## src/sv/ps2mt_pkg.sv

```systemverilog
// Shared constants for the PS/2 mouse packet cursor tracker.
`default_nettype none

package ps2mt_pkg;

  // Field widths of the channels.
  localparam int BYTE_W      = 8;
  localparam int FIELD_POS_W = 16;
  localparam int MOVE_W      = 17;
  localparam int BTN_W       = 3;
  localparam int CFG_INDEX_W = 8;
  localparam int CFG_DATA_W  = 16;

  // Width of a signed motion value: nine-bit packet value plus overflow extension.
  localparam int MOTION_W = 10;

  // Header byte bit positions.
  localparam int HDR_SYNC_BIT  = 3;
  localparam int HDR_XSIGN_BIT = 4;
  localparam int HDR_YSIGN_BIT = 5;
  localparam int HDR_XOVF_BIT  = 6;
  localparam int HDR_YOVF_BIT  = 7;

  // Extra magnitude added when a motion overflow bit is set.
  localparam logic signed [MOTION_W-1:0] OVF_EXTRA = 10'sd255;

  // Configuration register indexes.
  localparam logic [CFG_INDEX_W-1:0] REG_SCREEN_WIDTH  = 8'd0;
  localparam logic [CFG_INDEX_W-1:0] REG_SCREEN_HEIGHT = 8'd1;

  // Register values after reset.
  localparam logic [CFG_DATA_W-1:0] SCREEN_WIDTH_RST  = 16'd1024;
  localparam logic [CFG_DATA_W-1:0] SCREEN_HEIGHT_RST = 16'd768;

endpackage

`default_nettype wire

```

## src/sv/ps2mt_if.sv

```systemverilog
// Handshake interfaces for the byte input, result output and configuration channels.
`default_nettype none

interface ps2mt_in_if;
  import ps2mt_pkg::*;
  logic              valid;
  logic              ready;
  logic [BYTE_W-1:0] rx_byte;

  modport source (output valid, output rx_byte, input ready);
  modport sink   (input valid, input rx_byte, output ready);
endinterface

interface ps2mt_res_if;
  import ps2mt_pkg::*;
  logic                     valid;
  logic                     ready;
  logic [FIELD_POS_W-1:0]   cursor_x;
  logic [FIELD_POS_W-1:0]   cursor_y;
  logic signed [MOVE_W-1:0] move_x;
  logic signed [MOVE_W-1:0] move_y;
  logic                     moved;
  logic [BTN_W-1:0]         button_state;
  logic [BTN_W-1:0]         button_toggled;

  modport source (output valid, output cursor_x, output cursor_y, output move_x,
                  output move_y, output moved, output button_state,
                  output button_toggled, input ready);
  modport sink   (input valid, input cursor_x, input cursor_y, input move_x,
                  input move_y, input moved, input button_state,
                  input button_toggled, output ready);
endinterface

interface ps2mt_cfg_if;
  import ps2mt_pkg::*;
  logic                   valid;
  logic                   ready;
  logic [CFG_INDEX_W-1:0] index;
  logic [CFG_DATA_W-1:0]  data;

  modport source (output valid, output index, output data, input ready);
  modport sink   (input valid, input index, input data, output ready);
endinterface

`default_nettype wire

```

## src/sv/ps2_mouse_packet_cursor_tracker.sv

```systemverilog
// Top level: PS/2 mouse packet framer and clamped cursor tracker.
//
//  Channel | Direction | Payload                                    | Transfer
//  --------+-----------+--------------------------------------------+-------------------
//  rx      | in        | rx_byte                                    | rx.valid & rx.ready
//  res     | out       | cursor_x/y, move_x/y, moved, buttons       | res.valid & res.ready
//  cfg     | in        | index, data (screen_width, screen_height)  | cfg.valid & cfg.ready
//
// One byte is taken every cycle but for the stall below. Each byte is held in the input
// register; when a packet's third byte leaves it, the result is written to the result
// register through a single combinational pass (sign extension, add, clamp compare).
// Reset is synchronous; the first byte after reset is discarded, as the mouse
// acknowledge is. A stalled result holds the result register, and input bytes stall
// only when the byte in the input register completes a packet that cannot yet be stored.
`default_nettype none

module ps2_mouse_packet_cursor_tracker #(
  parameter int POSITION_WIDTH = 16
) (
  input  logic        clk,
  input  logic        rst,
  ps2mt_cfg_if.sink   cfg,
  ps2mt_in_if.sink    rx,
  ps2mt_res_if.source res
);
  import ps2mt_pkg::*;

  // Working width for signed position arithmetic, always wider than the output fields.
  localparam int PW = POSITION_WIDTH;
  localparam int SW = ((PW > FIELD_POS_W) ? PW : FIELD_POS_W) + 2;

  typedef enum logic [1:0] {
    PH_HEADER = 2'd0,
    PH_X      = 2'd1,
    PH_Y      = 2'd2
  } phase_t;

  // Configuration registers.
  logic [CFG_DATA_W-1:0] screen_width;
  logic [CFG_DATA_W-1:0] screen_height;

  // Framing and tracking state.
  logic              skip_pending;
  phase_t            byte_phase;
  phase_t            byte_phase_next;
  logic [BYTE_W-1:0] header_byte;
  logic [BYTE_W-1:0] x_byte;
  logic [PW-1:0]     pos_x;
  logic [PW-1:0]     pos_y;
  logic [BTN_W-1:0]  last_buttons;

  // Input register.
  logic              in_valid;
  logic [BYTE_W-1:0] in_byte;

  // Result register.
  logic                     out_valid;
  logic [FIELD_POS_W-1:0]   out_cursor_x;
  logic [FIELD_POS_W-1:0]   out_cursor_y;
  logic signed [MOVE_W-1:0] out_move_x;
  logic signed [MOVE_W-1:0] out_move_y;
  logic                     out_moved;
  logic [BTN_W-1:0]         out_buttons;
  logic [BTN_W-1:0]         out_toggled;

  // Datapath signals.
  logic                       produce;
  logic                       advance;
  logic signed [MOTION_W-1:0] dx;
  logic signed [MOTION_W-1:0] dy;
  logic [SW-1:0]              pos_max_ext;
  logic [SW-1:0]              limit_x;
  logic [SW-1:0]              limit_y;
  logic [SW-1:0]              hi_x;
  logic [SW-1:0]              hi_y;
  logic [SW-1:0]              pos_x_ext;
  logic [SW-1:0]              pos_y_ext;
  logic [SW-1:0]              sum_x;
  logic [SW-1:0]              sum_y;
  logic [SW-1:0]              nx;
  logic [SW-1:0]              ny;
  logic [SW-1:0]              mx;
  logic [SW-1:0]              my;
  logic [BTN_W-1:0]           btn;

  // Signed motion from a data byte, its sign bit and its overflow bit.
  function automatic logic signed [MOTION_W-1:0] motion(
    input logic [BYTE_W-1:0] data,
    input logic              neg,
    input logic              ovf
  );
    logic signed [MOTION_W-1:0] m;
    m = signed'({neg, neg, data});
    if (ovf) begin
      m = neg ? (m - OVF_EXTRA) : (m + OVF_EXTRA);
    end
    return m;
  endfunction

  // Pipeline flow: the input register moves on unless it holds a packet end that
  // finds the result register full and not being drained.
  assign produce  = in_valid && !skip_pending && (byte_phase == PH_Y);
  assign advance  = in_valid && (!out_valid || res.ready || !produce);
  assign rx.ready = !in_valid || advance;
  assign cfg.ready = 1'b1;

  // Motion of this packet; the Y byte is the one in the input register.
  assign dx = motion(x_byte, header_byte[HDR_XSIGN_BIT], header_byte[HDR_XOVF_BIT]);
  assign dy = motion(in_byte, header_byte[HDR_YSIGN_BIT], header_byte[HDR_YOVF_BIT]);
  assign btn = header_byte[BTN_W-1:0];

  // Upper clamp limits: size minus one where the size is nonzero, never above the
  // saturation value of the position register.
  assign pos_max_ext = {{(SW-PW){1'b0}}, {PW{1'b1}}};
  assign limit_x = {{(SW-CFG_DATA_W){1'b0}}, screen_width - 16'd1};
  assign limit_y = {{(SW-CFG_DATA_W){1'b0}}, screen_height - 16'd1};
  assign hi_x = ((screen_width != '0) && (limit_x < pos_max_ext)) ? limit_x : pos_max_ext;
  assign hi_y = ((screen_height != '0) && (limit_y < pos_max_ext)) ? limit_y : pos_max_ext;

  // New positions before clamping; screen Y grows downward, so Y motion is subtracted.
  assign pos_x_ext = {{(SW-PW){1'b0}}, pos_x};
  assign pos_y_ext = {{(SW-PW){1'b0}}, pos_y};
  assign sum_x = pos_x_ext + {{(SW-MOTION_W){dx[MOTION_W-1]}}, dx};
  assign sum_y = pos_y_ext - {{(SW-MOTION_W){dy[MOTION_W-1]}}, dy};

  // Clamp to zero below and to the limit above.
  always_comb begin
    if (sum_x[SW-1]) begin
      nx = '0;
    end else if (sum_x > hi_x) begin
      nx = hi_x;
    end else begin
      nx = sum_x;
    end
    if (sum_y[SW-1]) begin
      ny = '0;
    end else if (sum_y > hi_y) begin
      ny = hi_y;
    end else begin
      ny = sum_y;
    end
  end

  assign mx = nx - pos_x_ext;
  assign my = ny - pos_y_ext;

  // Next framing phase for the byte in the input register.
  always_comb begin
    byte_phase_next = byte_phase;
    unique case (byte_phase)
      PH_X: begin
        byte_phase_next = PH_Y;
      end
      PH_Y: begin
        byte_phase_next = PH_HEADER;
      end
      default: begin
        if (in_byte[HDR_SYNC_BIT]) begin
          byte_phase_next = PH_X;
        end
      end
    endcase
  end

  // Configuration writes; indexes beyond the register list are ignored.
  always_ff @(posedge clk) begin
    if (rst) begin
      screen_width  <= SCREEN_WIDTH_RST;
      screen_height <= SCREEN_HEIGHT_RST;
    end else if (cfg.valid && cfg.ready) begin
      unique case (cfg.index)
        REG_SCREEN_WIDTH:  screen_width  <= cfg.data;
        REG_SCREEN_HEIGHT: screen_height <= cfg.data;
        default: ;
      endcase
    end
  end

  // Input register.
  always_ff @(posedge clk) begin
    if (rst) begin
      in_valid <= 1'b0;
    end else if (rx.ready) begin
      in_valid <= rx.valid;
    end
    if (rx.ready && rx.valid) begin
      in_byte <= rx.rx_byte;
    end
  end

  // Framing state, cursor state and the result register.
  always_ff @(posedge clk) begin
    if (rst) begin
      skip_pending <= 1'b1;
      byte_phase   <= PH_HEADER;
      header_byte  <= '0;
      x_byte       <= '0;
      pos_x        <= '0;
      pos_y        <= '0;
      last_buttons <= '0;
      out_valid    <= 1'b0;
    end else begin
      // A new result fills the register; otherwise a transfer empties it.
      if (advance && produce) begin
        out_valid <= 1'b1;
      end else if (res.ready) begin
        out_valid <= 1'b0;
      end
      if (advance) begin
        if (skip_pending) begin
          skip_pending <= 1'b0;
        end else begin
          byte_phase <= byte_phase_next;
          if (byte_phase == PH_X) begin
            x_byte <= in_byte;
          end else if (byte_phase != PH_Y && in_byte[HDR_SYNC_BIT]) begin
            header_byte <= in_byte;
          end
          if (produce) begin
            pos_x        <= nx[PW-1:0];
            pos_y        <= ny[PW-1:0];
            last_buttons <= btn;
            out_cursor_x <= nx[FIELD_POS_W-1:0];
            out_cursor_y <= ny[FIELD_POS_W-1:0];
            out_move_x   <= signed'(mx[MOVE_W-1:0]);
            out_move_y   <= signed'(my[MOVE_W-1:0]);
            out_moved    <= (mx != '0) || (my != '0);
            out_buttons  <= btn;
            out_toggled  <= btn ^ last_buttons;
          end
        end
      end
    end
  end

  assign res.valid          = out_valid;
  assign res.cursor_x       = out_cursor_x;
  assign res.cursor_y       = out_cursor_y;
  assign res.move_x         = out_move_x;
  assign res.move_y         = out_move_y;
  assign res.moved          = out_moved;
  assign res.button_state   = out_buttons;
  assign res.button_toggled = out_toggled;

endmodule

`default_nettype wire

```

## src/flat_wrapper.sv

```systemverilog
// flat-port wrapper written by rule: the top's interface ports become plain ports
module ps2_mouse_packet_cursor_tracker_flat import ps2mt_pkg::*;
#(
  parameter int POSITION_WIDTH = 16
)
  (clk, rst, cfg_valid, cfg_index, cfg_data, cfg_ready, rx_valid, rx_rx_byte, rx_ready, res_valid, res_cursor_x, res_cursor_y, res_move_x, res_move_y, res_moved, res_button_state, res_button_toggled, res_ready);
  ps2mt_cfg_if cfg_i ();
  ps2mt_in_if rx_i ();
  ps2mt_res_if res_i ();
  input  logic clk;
  input  logic rst;
  input wire logic [$bits(cfg_i.valid)-1:0] cfg_valid;
  input wire logic [$bits(cfg_i.index)-1:0] cfg_index;
  input wire logic [$bits(cfg_i.data)-1:0] cfg_data;
  output wire logic [$bits(cfg_i.ready)-1:0] cfg_ready;
  input wire logic [$bits(rx_i.valid)-1:0] rx_valid;
  input wire logic [$bits(rx_i.rx_byte)-1:0] rx_rx_byte;
  output wire logic [$bits(rx_i.ready)-1:0] rx_ready;
  output wire logic [$bits(res_i.valid)-1:0] res_valid;
  output wire logic [$bits(res_i.cursor_x)-1:0] res_cursor_x;
  output wire logic [$bits(res_i.cursor_y)-1:0] res_cursor_y;
  output wire logic [$bits(res_i.move_x)-1:0] res_move_x;
  output wire logic [$bits(res_i.move_y)-1:0] res_move_y;
  output wire logic [$bits(res_i.moved)-1:0] res_moved;
  output wire logic [$bits(res_i.button_state)-1:0] res_button_state;
  output wire logic [$bits(res_i.button_toggled)-1:0] res_button_toggled;
  input wire logic [$bits(res_i.ready)-1:0] res_ready;
  assign cfg_i.valid = cfg_valid;
  assign cfg_i.index = cfg_index;
  assign cfg_i.data = cfg_data;
  assign cfg_ready = cfg_i.ready;
  assign rx_i.valid = rx_valid;
  assign rx_i.rx_byte = rx_rx_byte;
  assign rx_ready = rx_i.ready;
  assign res_valid = res_i.valid;
  assign res_cursor_x = res_i.cursor_x;
  assign res_cursor_y = res_i.cursor_y;
  assign res_move_x = res_i.move_x;
  assign res_move_y = res_i.move_y;
  assign res_moved = res_i.moved;
  assign res_button_state = res_i.button_state;
  assign res_button_toggled = res_i.button_toggled;
  assign res_i.ready = res_ready;
  ps2_mouse_packet_cursor_tracker #(.POSITION_WIDTH(POSITION_WIDTH)) u_core (.clk(clk), .rst(rst), .cfg(cfg_i), .rx(rx_i), .res(res_i));
endmodule
```

## config.mk

```make
export PLATFORM = sky130hd
export DESIGN_NAME = ps2_mouse_packet_cursor_tracker_flat
export DESIGN_NICKNAME = d
export VERILOG_FILES = /design/src/sv/ps2mt_pkg.sv /design/src/sv/ps2mt_if.sv /design/src/sv/ps2_mouse_packet_cursor_tracker.sv /design/src/flat_wrapper.sv
export SDC_FILE = /design/constraint.sdc
export NUM_CORES = 1
export LEC_CHECK = 0
export BUFFER_PORTS_ARGS = -buffer_cell sky130_fd_sc_hd__buf_2
export CAP_MARGIN = 0
export CORE_ASPECT_RATIO = 0.75
export CORE_MARGIN = 2
export CORE_UTILIZATION = 30
export DETAILED_ROUTE_END_ITERATION = 12
export HOLD_SLACK_MARGIN = 0.12
export SYNTH_ARGS = -nofsm -noshare
export SYNTH_HDL_FRONTEND = slang
export SYNTH_SLANG_ARGS = --single-unit
```

## constraint.sdc

```tcl
create_clock -name clk -period 11.3 [get_ports clk]
set_input_delay 1.13 -clock clk [delete_from_list [all_inputs] [get_ports clk]]
set_output_delay 1.13 -clock clk [all_outputs]
set_load 0.02 [all_outputs]
```

Word level (Yosys, flattened, before mapping)
Cells that the tools add are included.
W data, S select, Z words.
Cells by class
  $add $sub $neg: 10
  multipliers: 0
  divide/modulo/power cells: 0
  magnitude comparators: 4
  equality and inequality tests: 4
  shifts and indexed selects: 0
  mux-type cells: 14
  bitwise logic cells: 4
  reductions and logical operators: 30
Operators by type and width (count)
  $mux W18: 4
  $mux W10: 4
  $gt A18 B18 Y1: 2
  $reduce_bool A18 Y1: 2
  $sub A18 B16 Y18: 2
  $lt A16 B16 Y1 const B: 2
  $mux W16: 2
  $reduce_bool A16 Y1: 2
  $sub A16 B1 Y16 const B: 2
  $add A9 B9 Y10 const B: 2
  $sub A9 B9 Y10 const B: 2
  $add A17 B10 Y18: 1
  $sub A17 B10 Y18: 1
  $reduce_and A3 Y1: 3
  $eq A8 B1 Y1 const B: 1
  $logic_and A1 B1 Y1: 8
  $logic_not A8 Y1: 1
  $reduce_and A4 Y1: 2
  $logic_not A1 Y1: 4
  $logic_or A1 B1 Y1: 4
  $pmux W2 S2: 1
  $reduce_and A2 Y1: 2
  $not A1 Y1: 3
  $reduce_bool A3 Y1: 1
  other kinds (7): 8
Storage, ports and cells
  flip-flop bits (word level): 169
  latch bits: 0
  RAM bits: 0
  bits in read-only memories: 0
  input bits: 37
  output and inout port bits: 76
  logic and storage cells: 85
  memories kept: 0

Logic depth before layout (Yosys ltp)
Gate-level depths: netlist (run 1).
  depth after elaboration: 10
  mapped depth: 41

Worst setup path before layout (run 1)
OpenSTA, ideal clock, no wires.
  kind: reg-to-reg
  start: register u_core.header_byte[4]
  end: register u_core.out_moved (netlist: u_core.res.moved) (data pin)
  arrival: 7899 ps
  setup slack: 3138 ps
  cell stages (with the launch flop): 39
  buffers on the path: 2
  period minus slack after synthesis: 8162 ps
  cell sequence: dfxtp_1 > inv_1 > fa_1 > a21oi_1 > nor2_1 > nor2_1 > o21bai_1 > a21oi_1 > xnor2_1 > mux2_2 > ha_1 > a21o_1 > a31o_2 > a31o_2 > a21o_1 > a21oi_1 > xnor2_1 > ha_1 > (+3 left out) > a21boi_0 > o31ai_1 > nand2_1 > mux2_2 > buf_4 > buf_4 > mux2i_1 > nor2_1 > ha_1 > and2_1 > o21ai_1 > and2_1 > o21ai_1 > a211o_1 > a2111oi_0 > nand4_1 > or4_1 > a2111o_1
Between the ends
  longest elaborated chain between the ends: 10
  elaborated cells on any way between the ends: 11
  classes of those cells: add/sub: 4; order compare: 1; mux: 4; reduce/logical: 2
RTL lines
  from (decl): RTL line ps2_mouse_packet_cursor_tracker.sv:46  | logic [BYTE_W-1:0] header_byte;
  from (signal assigned): RTL line ps2_mouse_packet_cursor_tracker.sv:217  | header_byte <= in_byte;
  $add A9 B9 Y10 / $sub A9 B9 Y10 (equally long branches): RTL line ps2_mouse_packet_cursor_tracker.sv:95  | m = neg ? (m - OVF_EXTRA) : (m + OVF_EXTRA);
  $mux W10: RTL line ps2_mouse_packet_cursor_tracker.sv:95
  $mux W10 *: RTL line ps2_mouse_packet_cursor_tracker.sv:94  | if (ovf) begin
  $add A17 B10 Y18 *: RTL line ps2_mouse_packet_cursor_tracker.sv:123  | assign sum_x = pos_x_ext + {{(SW-MOTION_W){dx[MOTION_W-1]}}, dx};
  $gt A18 B18 Y1: RTL line ps2_mouse_packet_cursor_tracker.sv:130  | end else if (sum_x > hi_x) begin
  $mux W18: RTL line ps2_mouse_packet_cursor_tracker.sv:130
  $mux W18 *: RTL line ps2_mouse_packet_cursor_tracker.sv:128  | if (sum_x[SW-1]) begin
  named net u_core.nx[3]: RTL line ps2_mouse_packet_cursor_tracker.sv:80  | logic [SW-1:0] nx;
  $sub A18 B16 Y18 *: RTL line ps2_mouse_packet_cursor_tracker.sv:144  | assign mx = nx - pos_x_ext;
  $reduce_bool A18 Y1 *: RTL line ps2_mouse_packet_cursor_tracker.sv:227  | out_moved <= (mx != '0) || (my != '0);
  $logic_or A1 B1 Y1 *: RTL line ps2_mouse_packet_cursor_tracker.sv:227
  to (signal assigned): RTL line ps2_mouse_packet_cursor_tracker.sv:227
  to (decl): RTL line ps2_mouse_packet_cursor_tracker.sv:62  | logic out_moved;
The timed path passes the listed nets; every way through them passes the cells marked *.
A chain may end at the register's enable or synchronous reset.

Final worst setup path (run 1)
  start: register u_core.header_byte[5]
  end: register u_core.out_moved (netlist: u_core.res.moved) (data pin)
Between the ends
  longest elaborated chain between the ends: 10
  elaborated cells on any way between the ends: 11
  classes of those cells: add/sub: 4; order compare: 1; mux: 4; reduce/logical: 2
RTL lines
  $add A9 B9 Y10 / $sub A9 B9 Y10 (equally long branches): RTL line ps2_mouse_packet_cursor_tracker.sv:95
  $mux W10: RTL line ps2_mouse_packet_cursor_tracker.sv:95
  $mux W10 *: RTL line ps2_mouse_packet_cursor_tracker.sv:94
  $sub A17 B10 Y18 *: RTL line ps2_mouse_packet_cursor_tracker.sv:124  | assign sum_y = pos_y_ext - {{(SW-MOTION_W){dy[MOTION_W-1]}}, dy};
  $gt A18 B18 Y1: RTL line ps2_mouse_packet_cursor_tracker.sv:137  | end else if (sum_y > hi_y) begin
  $mux W18: RTL line ps2_mouse_packet_cursor_tracker.sv:137
  $mux W18 *: RTL line ps2_mouse_packet_cursor_tracker.sv:135  | if (sum_y[SW-1]) begin
  named net u_core.ny[4]: RTL line ps2_mouse_packet_cursor_tracker.sv:81  | logic [SW-1:0] ny;
  $sub A18 B16 Y18 *: RTL line ps2_mouse_packet_cursor_tracker.sv:145  | assign my = ny - pos_y_ext;
  $reduce_bool A18 Y1 *: RTL line ps2_mouse_packet_cursor_tracker.sv:227
  $logic_or A1 B1 Y1 *: RTL line ps2_mouse_packet_cursor_tracker.sv:227
Marked as above.

==> results of run 1 <==
## per-layer routing
metal / routed length [um] / share of wire [%] / vias up
met4: 426 / 1.3 / 2
li1: - / - / 4876
met3: 2081 / 6.3 / 34
met1: 17760 / 54 / 4736
met2: 12650 / 38 / 303
met5: 7 / 0.021 / -
## synthesized netlist by cell type (5+ instances only)
| master | count | area (sq um) |
|---|---|---|
| nor4_1 | 7 | 43.79 |
| and2_1 | 13 | 81.33 |
| o31ai_1 | 5 | 37.54 |
| nand2b_1 | 18 | 112.6 |
| or2_2 | 7 | 43.79 |
| ha_1 | 121 | 1514 |
| a22o_1 | 5 | 43.79 |
| mux2i_1 | 76 | 760.7 |
| nor3_1 | 17 | 85.08 |
| nand3_1 | 26 | 130.1 |
| inv_1 | 109 | 409.1 |
| mux2_2 | 10 | 112.6 |
| o21bai_1 | 11 | 82.58 |
| xnor2_1 | 52 | 455.4 |
| clkbuf_1 | 22 | 82.58 |
| a31oi_1 | 9 | 56.30 |
| nand2_1 | 91 | 341.6 |
| a2111oi_0 | 5 | 43.79 |
| or3_1 | 13 | 81.33 |
| o21ai_1 | 16 | 80.08 |
| nor2b_1 | 14 | 87.58 |
| xor2_1 | 39 | 341.6 |
| a21o_1 | 31 | 232.7 |
| dfxtp_1 | 87 | 1742 |
| nor2_1 | 143 | 536.8 |
| buf_2 | 9 | 45.04 |
| o211ai_1 | 9 | 67.56 |
| o2111ai_1 | 6 | 52.55 |
| nand4_1 | 11 | 68.82 |
| o21ai_0 | 53 | 265.3 |
| a21oi_1 | 74 | 370.4 |
| o21a_1 | 10 | 75.07 |
| edfxtp_1 | 81 | 2432 |
| a211oi_1 | 9 | 67.56 |
| fa_1 | 6 | 120.1 |
## area by class of cell
cell class                 count  area share, %
clock buffer                  18          3.154
sequential                   168          30.68
clock inverter                14          1.205
timing repair buffer         117          4.414
multi-input combinational    994          52.76
inverter                     109          3.007
tap                          520          4.782
## per-stage QoR
stage / cell area [sq um] / cells
global route: 13610 / 1940
detailed placement: 13010 / 1908
CTS: 13610 / 1940
finish: 13610 / 1940
floorplan: 11940 / 1311
global placement: 13010 / 1908
## registers in the layout, indices dropped and copies added (netlist names), 7 cells and up
name,cells
u_core.header_byte,7
u_core.in_byte,8
u_core.pos_x,16
u_core.pos_y,16
u_core.res.cursor_x,16
u_core.res.cursor_y,16
u_core.res.move_x,17
u_core.res.move_y,17
u_core.screen_height,16
u_core.screen_width,16
u_core.x_byte,8
## worst min-delay path by stage
stage,end,cells after the start,slack (ps),from
floorplan,u_core.skip_pending$_SDFFE_PP1P_,1,430,u_core.skip_pending$_SDFFE_PP1P_
global placement,u_core.skip_pending$_SDFFE_PP1P_,1,440,u_core.skip_pending$_SDFFE_PP1P_
detailed placement,u_core.skip_pending$_SDFFE_PP1P_,1,460,u_core.skip_pending$_SDFFE_PP1P_
CTS,u_core.skip_pending$_SDFFE_PP1P_,1,480,u_core.skip_pending$_SDFFE_PP1P_
global route,u_core.skip_pending$_SDFFE_PP1P_,1,490,u_core.skip_pending$_SDFFE_PP1P_
finish,u_core.skip_pending$_SDFFE_PP1P_,1,480,u_core.skip_pending$_SDFFE_PP1P_
## power by group
part | switching (uW) | internal [uW] | leakage (uW) | total [uW]
sequential | 7.24 | 649 | 0.00145 | 656
clock | 268 | 331 | 0.000279 | 600
combinational | 144 | 97.1 | 0.00409 | 241
## worst max-delay path, delay by kind of cell (launching register included)
family,cells,cell delay (ps)
compound gates,15,3470
simple gates,11,2610
fa+ha+maj,4,1430
buf+inv,1,520
mux,2,500
flops,1,370
xor+xnor,2,290
## cells by family (layout without fill, tap and decap cells)
group,count (synthesis),count (layout),synth area share [%]
other,1,1,0.03141
AOI/OAI and AO/OA,286,286,15.62
muxes,87,87,7.504
and+or+nand+nor,402,402,16.52
xor gates and xnor gates,91,91,6.676
adders and majority gates,127,127,13.69
DFF,168,168,34.96
buffers and inverters,149,258,4.999
==> results.sh, run 1 <==
export IMPL_routed_via_density=5.129
export IMPL_yosysSeqAreaShare_pct=34.96
export IMPL_p_leak_uw=0.005824
export IMPL_ff_latch_area_sq_mm=0.004174
export IMPL_port_buffers=111
export IMPL_area_growth_pct=13.97
export IMPL_ant_nets=0
export IMPL_die_area_sq_mm=0.04142
export IMPL_path_common_cell="ha_1"
export IMPL_vias=9951
export IMPL_setup_ws_ps=1833
export IMPL_synth_nets=1475
export IMPL_firstDrtPassIters=5
export IMPL_crit_slowest_cell="and2_1"
export IMPL_cp_max_fo=16
export IMPL_powerDensity_mw_per_mm2=110.0
export IMPL_h_tree_depth=4
export IMPL_drc=0
export IMPL_antenna_found_initial=1
export IMPL_post_cts_setup_buffer_count=0
export IMPL_worst_setup_path_type="reg2reg"
export IMPL_insertion_delay_ps=460
export IMPL_setup_viol=0
export IMPL_r2r_setup_slack_ps=1830
export IMPL_grt_usage_pct=15.94
export IMPL_period_needed_ps=9467
export IMPL_final_common_cell="nor2_1"
export IMPL_row_count=63
export IMPL_fin_nets=1571
export IMPL_yosys_warnings=0
export IMPL_synth_ff_latch_count=168
export IMPL_root_buffer="clkbuf_16"
export IMPL_fillerInstances=4090
export IMPL_endpoint_kind="flip-flop"
export IMPL_postSynthAreaPerCell_sq_um=9.106
export IMPL_fin_crit_sh_pct=83.78
export IMPL_grt_max_degree=76
export IMPL_wl_per_cell_um=16.97
export IMPL_slew_violations=0
export IMPL_die_h_um=176.8
export IMPL_start_kind="flip-flop"
export IMPL_drtIter0Drc=793
export IMPL_ctsHoldBuffers=0
export IMPL_timing_setup_tns_ps=0
export IMPL_vdd_ir_drop_max_mv=0.1165
export IMPL_status="finished clean"
export IMPL_rsz0062_at_grt="no"
export IMPL_fin_total_pwr_uw=1496
export IMPL_multi_input_area_sq_mm=0.007178
export IMPL_synth_area_sq_mm=0.01194
export IMPL_cts_tree="yes"
export IMPL_core_area_sq_mm=0.03941
export IMPL_hpwl_mm=26.64
export IMPL_ctsResizeCount=0
export IMPL_max_stage_delay_ps=740
export IMPL_clk_pin_slew_ps=70
export IMPL_drive_above_1_share_pct=13.24
export IMPL_final_cell_mix="nor2_1, ha_1, buf_2"
export IMPL_drt_total_wl_mm=32.93
export IMPL_async_reset_ff_share_pct=0
export IMPL_fp_dieW_um=234.3
export IMPL_place_gp_congestion=0.8977
export IMPL_hold_viol=0
export IMPL_hold_slack_ps=475.3
export IMPL_pin_count=113
export IMPL_grt_use_met1_pct=25.46
export IMPL_arrival_ps=9680
export IMPL_startpoint="u_core.header_byte[5]$_SDFFE_PP0P_"
export IMPL_grt_busiest_layer="met1"
export IMPL_max_slew_worst_pin_slew_ps=1066
export IMPL_grt_pass1_wl_mm=50.63
export IMPL_numCtsBuffers=17
export IMPL_cts_sinks=168
export IMPL_post_route_util_pct=34.52
export IMPL_initial_utilization_pct=30.29
export IMPL_min_path_type="reg2reg"
export IMPL_cap_viol_max_count=0
export IMPL_worstPathRequired_ps=11510
export IMPL_rr_worst_depth=35
export IMPL_gr_total_overflow=0
export IMPL_r2r_end="u_core.res.moved$_DFFE_PP_"
export IMPL_finClkSkew_ps=11.44
export IMPL_r2r_start="u_core.header_byte[5]$_SDFFE_PP0P_"
export IMPL_grt_pass1_vias=9072
export IMPL_ys_types=83
export IMPL_synth_edf_count=81
export IMPL_clockBufferDepth=2
export IMPL_critPathCapture="u_core.res.moved$_DFFE_PP_"
export IMPL_ys_flop_type="dfxtp_1"
export IMPL_max_freq_mhz=105.6
export IMPL_use_met2_pct=21.02
export IMPL_diodes=0
export IMPL_dp_slack_ps=2042
export IMPL_synthCells=1311
export IMPL_use_met3_pct=3.512
export IMPL_slew_headroom_pct=28.74
No activity file was read; power rests on OpenSTA's default activity.
==> inputs of run 2 (changes only) <==
- clock period: 11.3 -> 7.85 ns (I/O delays scaled with it)
==> run 2 against run 1 <==
Compared with the run above:
- largest cell class unchanged
- clock skew increased by 6.3 ps
- the flow now finishes with violations (negative setup slack)
- final area up 15%
- first-iteration DRC count up 3.7%
- sequential share of layout area down 3.9 points
- die area did not move
- clock power is 45% higher
==> results.sh, run 2 (synthesized netlist as in run 1, its figures left out) <==
export IMPL_start_kind="flip-flop"
export IMPL_crit_slowest_cell="or4_1"
export IMPL_r2r_end="u_core.res.moved$_DFFE_PP_"
export IMPL_min_path_type="reg2reg"
export IMPL_final_cell_mix="buf_4, nor2_1, ha_1"
export IMPL_fin_crit_sh_pct=100.8
export IMPL_clockBufferDepth=2
export IMPL_drtIter0Drc=822
export IMPL_worst_setup_path_type="reg2reg"
export IMPL_drc=0
export IMPL_wl_met1_mm=18.31
export IMPL_fin_total_pwr_uw=2339
export IMPL_root_buffer="clkbuf_16"
export IMPL_grt_usage_pct=16.80
export IMPL_die_h_um=176.8
export IMPL_vdd_ir_drop_max_mv=0.1109
export IMPL_max_slew_worst_pin_slew_ps=1029
export IMPL_p_int_uw=1685
export IMPL_gr_total_overflow=0
export IMPL_cap_viol_max_count=0
export IMPL_clk_pin_slew_ps=70
export IMPL_diodes=0
export IMPL_wl_per_cell_um=16.23
export IMPL_met2WireLength_mm=13.97
export IMPL_cts_tree="yes"
export IMPL_firstDrtPassIters=5
export IMPL_period_needed_ps=7910
export IMPL_cp_max_fo=8
export IMPL_grt_pass1_wl_mm=53.65
export IMPL_max_freq_mhz=126.4
export IMPL_status="complete, but fails checks"
export IMPL_cts_sinks=168
export IMPL_max_stage_delay_ps=540
export IMPL_slew_headroom_pct=31.23
export IMPL_core_area_sq_mm=0.03941
export IMPL_timing_setup_tns_ps=-59.73
export IMPL_r2r_setup_slack_ps=-60
export IMPL_antenna_found_initial=2
export IMPL_arrival_ps=8110
export IMPL_r2r_start="u_core.header_byte[4]$_SDFFE_PP0P_"
export IMPL_wl_met3_mm=2.185
export IMPL_clkPwrFrac_pct=37.1
export IMPL_powerDensity_mw_per_mm2=150.0
export IMPL_hold_viol=0
export IMPL_rsz0062_at_grt="yes"
export IMPL_fin_nets=1785
export IMPL_numCtsBuffers=17
export IMPL_fp_dieW_um=234.3
export IMPL_area_growth_pct=30.68
export IMPL_hp_start="u_core.skip_pending$_SDFFE_PP1P_"
export IMPL_h_tree_depth=4
export IMPL_routed_top_layer="met5"
export IMPL_ctsHoldBuffers=0
export IMPL_place_gp_congestion=0.8982
export IMPL_path_common_cell="a21oi_2"
export IMPL_vias=10572
export IMPL_hpwl_mm=28.12
export IMPL_switching_share_pct=27.99
export IMPL_drt_total_wl_mm=34.96
export IMPL_finClkSkew_ps=17.78
export IMPL_hold_slack_ps=474.1
export IMPL_power_frac_comb_pct=22.7
export IMPL_seqPwrFrac_pct=40.2
export IMPL_pin_count=113
export IMPL_hold_path_endpoint="u_core.skip_pending$_SDFFE_PP1P_"
export IMPL_setup_viol=1
export IMPL_drive_above_1_share_pct=28.82
export IMPL_row_count=63
export IMPL_grt_pass1_vias=9777
export IMPL_dp_slack_ps=-622.4
export IMPL_insertion_delay_ps=460
export IMPL_rr_worst_depth=39
export IMPL_port_buffers=111
export IMPL_ant_nets=0
export IMPL_grt_max_degree=70
export IMPL_setup_ws_ps=-59.73
export IMPL_endpoint_kind="flip-flop"
export IMPL_violations="negative setup slack"
export IMPL_worstPathRequired_ps=8050
export IMPL_p_leak_uw=0.006987
export IMPL_final_common_cell="buf_4"
export IMPL_routed_via_density=4.908
export IMPL_die_area_sq_mm=0.04142
export IMPL_whs_path_depth=1
export IMPL_p_sw_uw=654.9
export IMPL_initial_utilization_pct=30.29
export IMPL_slew_violations=0
run 2: cell types whose count changed in the layout (fill, tap and decap cells not counted), sizes merged:
cell | previous run | this run
inv | 115 | 114
buf | 117 | 331
clkbuf | 18 | 19
clkinv | 2 | 4
clkinvlp | 4 | 2
run 2: worst max path at each step:
stage	from	end	cells after the start
finish	u_core.header_byte[4]$_SDFFE_PP0P_	u_core.res.moved$_DFFE_PP_	39
global route	u_core.header_byte[5]$_SDFFE_PP0P_	u_core.res.moved$_DFFE_PP_	39
CTS	u_core.header_byte[4]$_SDFFE_PP0P_	u_core.res.moved$_DFFE_PP_	37
detailed placement	u_core.header_byte[4]$_SDFFE_PP0P_	u_core.res.moved$_DFFE_PP_	38
global placement	u_core.header_byte[4]$_SDFFE_PP0P_	u_core.res.moved$_DFFE_PP_	36
floorplan	u_core.header_byte[4]$_SDFFE_PP0P_	u_core.res.moved$_DFFE_PP_	38
run 2: stage by stage:
step	cell area (sq um)	utilization (%)	std cells
6_report	15600	39.58	2154
5_1_grt	15600	39.58	2154
4_1_cts	15440	39.18	2151
3_5_place_dp	14520	36.84	2108
3_3_place_gp	14520	36.84	2108
2_1_floorplan	11940	-	1311
run 2: repair_timing:
item / 4_1_cts / 5_1_grt
pin swaps: 28 / 31
endpoints found under the hold margin: 0 / 0
setup endpoints to repair: 2 / 4
buffers inserted: 11 / 3
resized for setup: 60 / 32
run 2: metal layers:
metal / global-route usage, % / vias up
li1: - / 5300
met4: 4.455 / 2
met2: 23.29 / 299
met3: 3.334 / 29
met5: 0 / -
met1: 25.99 / 4942
run 2: final cells by class:
class | count | area, sq um
clock buffer | 19 | 432.9
clock inverter | 13 | 163.9
fill | 3905 | 23810
inverter | 109 | 409.1
multi-input combinational | 994 | 7551
sequential | 168 | 4178
tap | 520 | 650.6
timing repair buffer | 331 | 2215
run 2: critical path, delay by kind of cell (launching register included):
| kind | cells | cell delay [ps] |
|---|---|---|
| AOI/OAI and AO/OA | 18 | 3390 |
| buffers and inverters | 5 | 580 |
| muxes | 2 | 650 |
| xor gates and xnor gates | 2 | 300 |
| DFF | 1 | 350 |
| adders and majority gates | 4 | 1280 |
| and+or+nand+nor | 8 | 1090 |
run 2: power by group through the flow:
stage               logic [uW]  registers (uW)  clock network, uW
floorplan                  251             957                  0
global placement           467             960                  0
detailed placement         474             960                  0
CTS                        516             940                883
global route               575             940                922
finish                     531             940                868
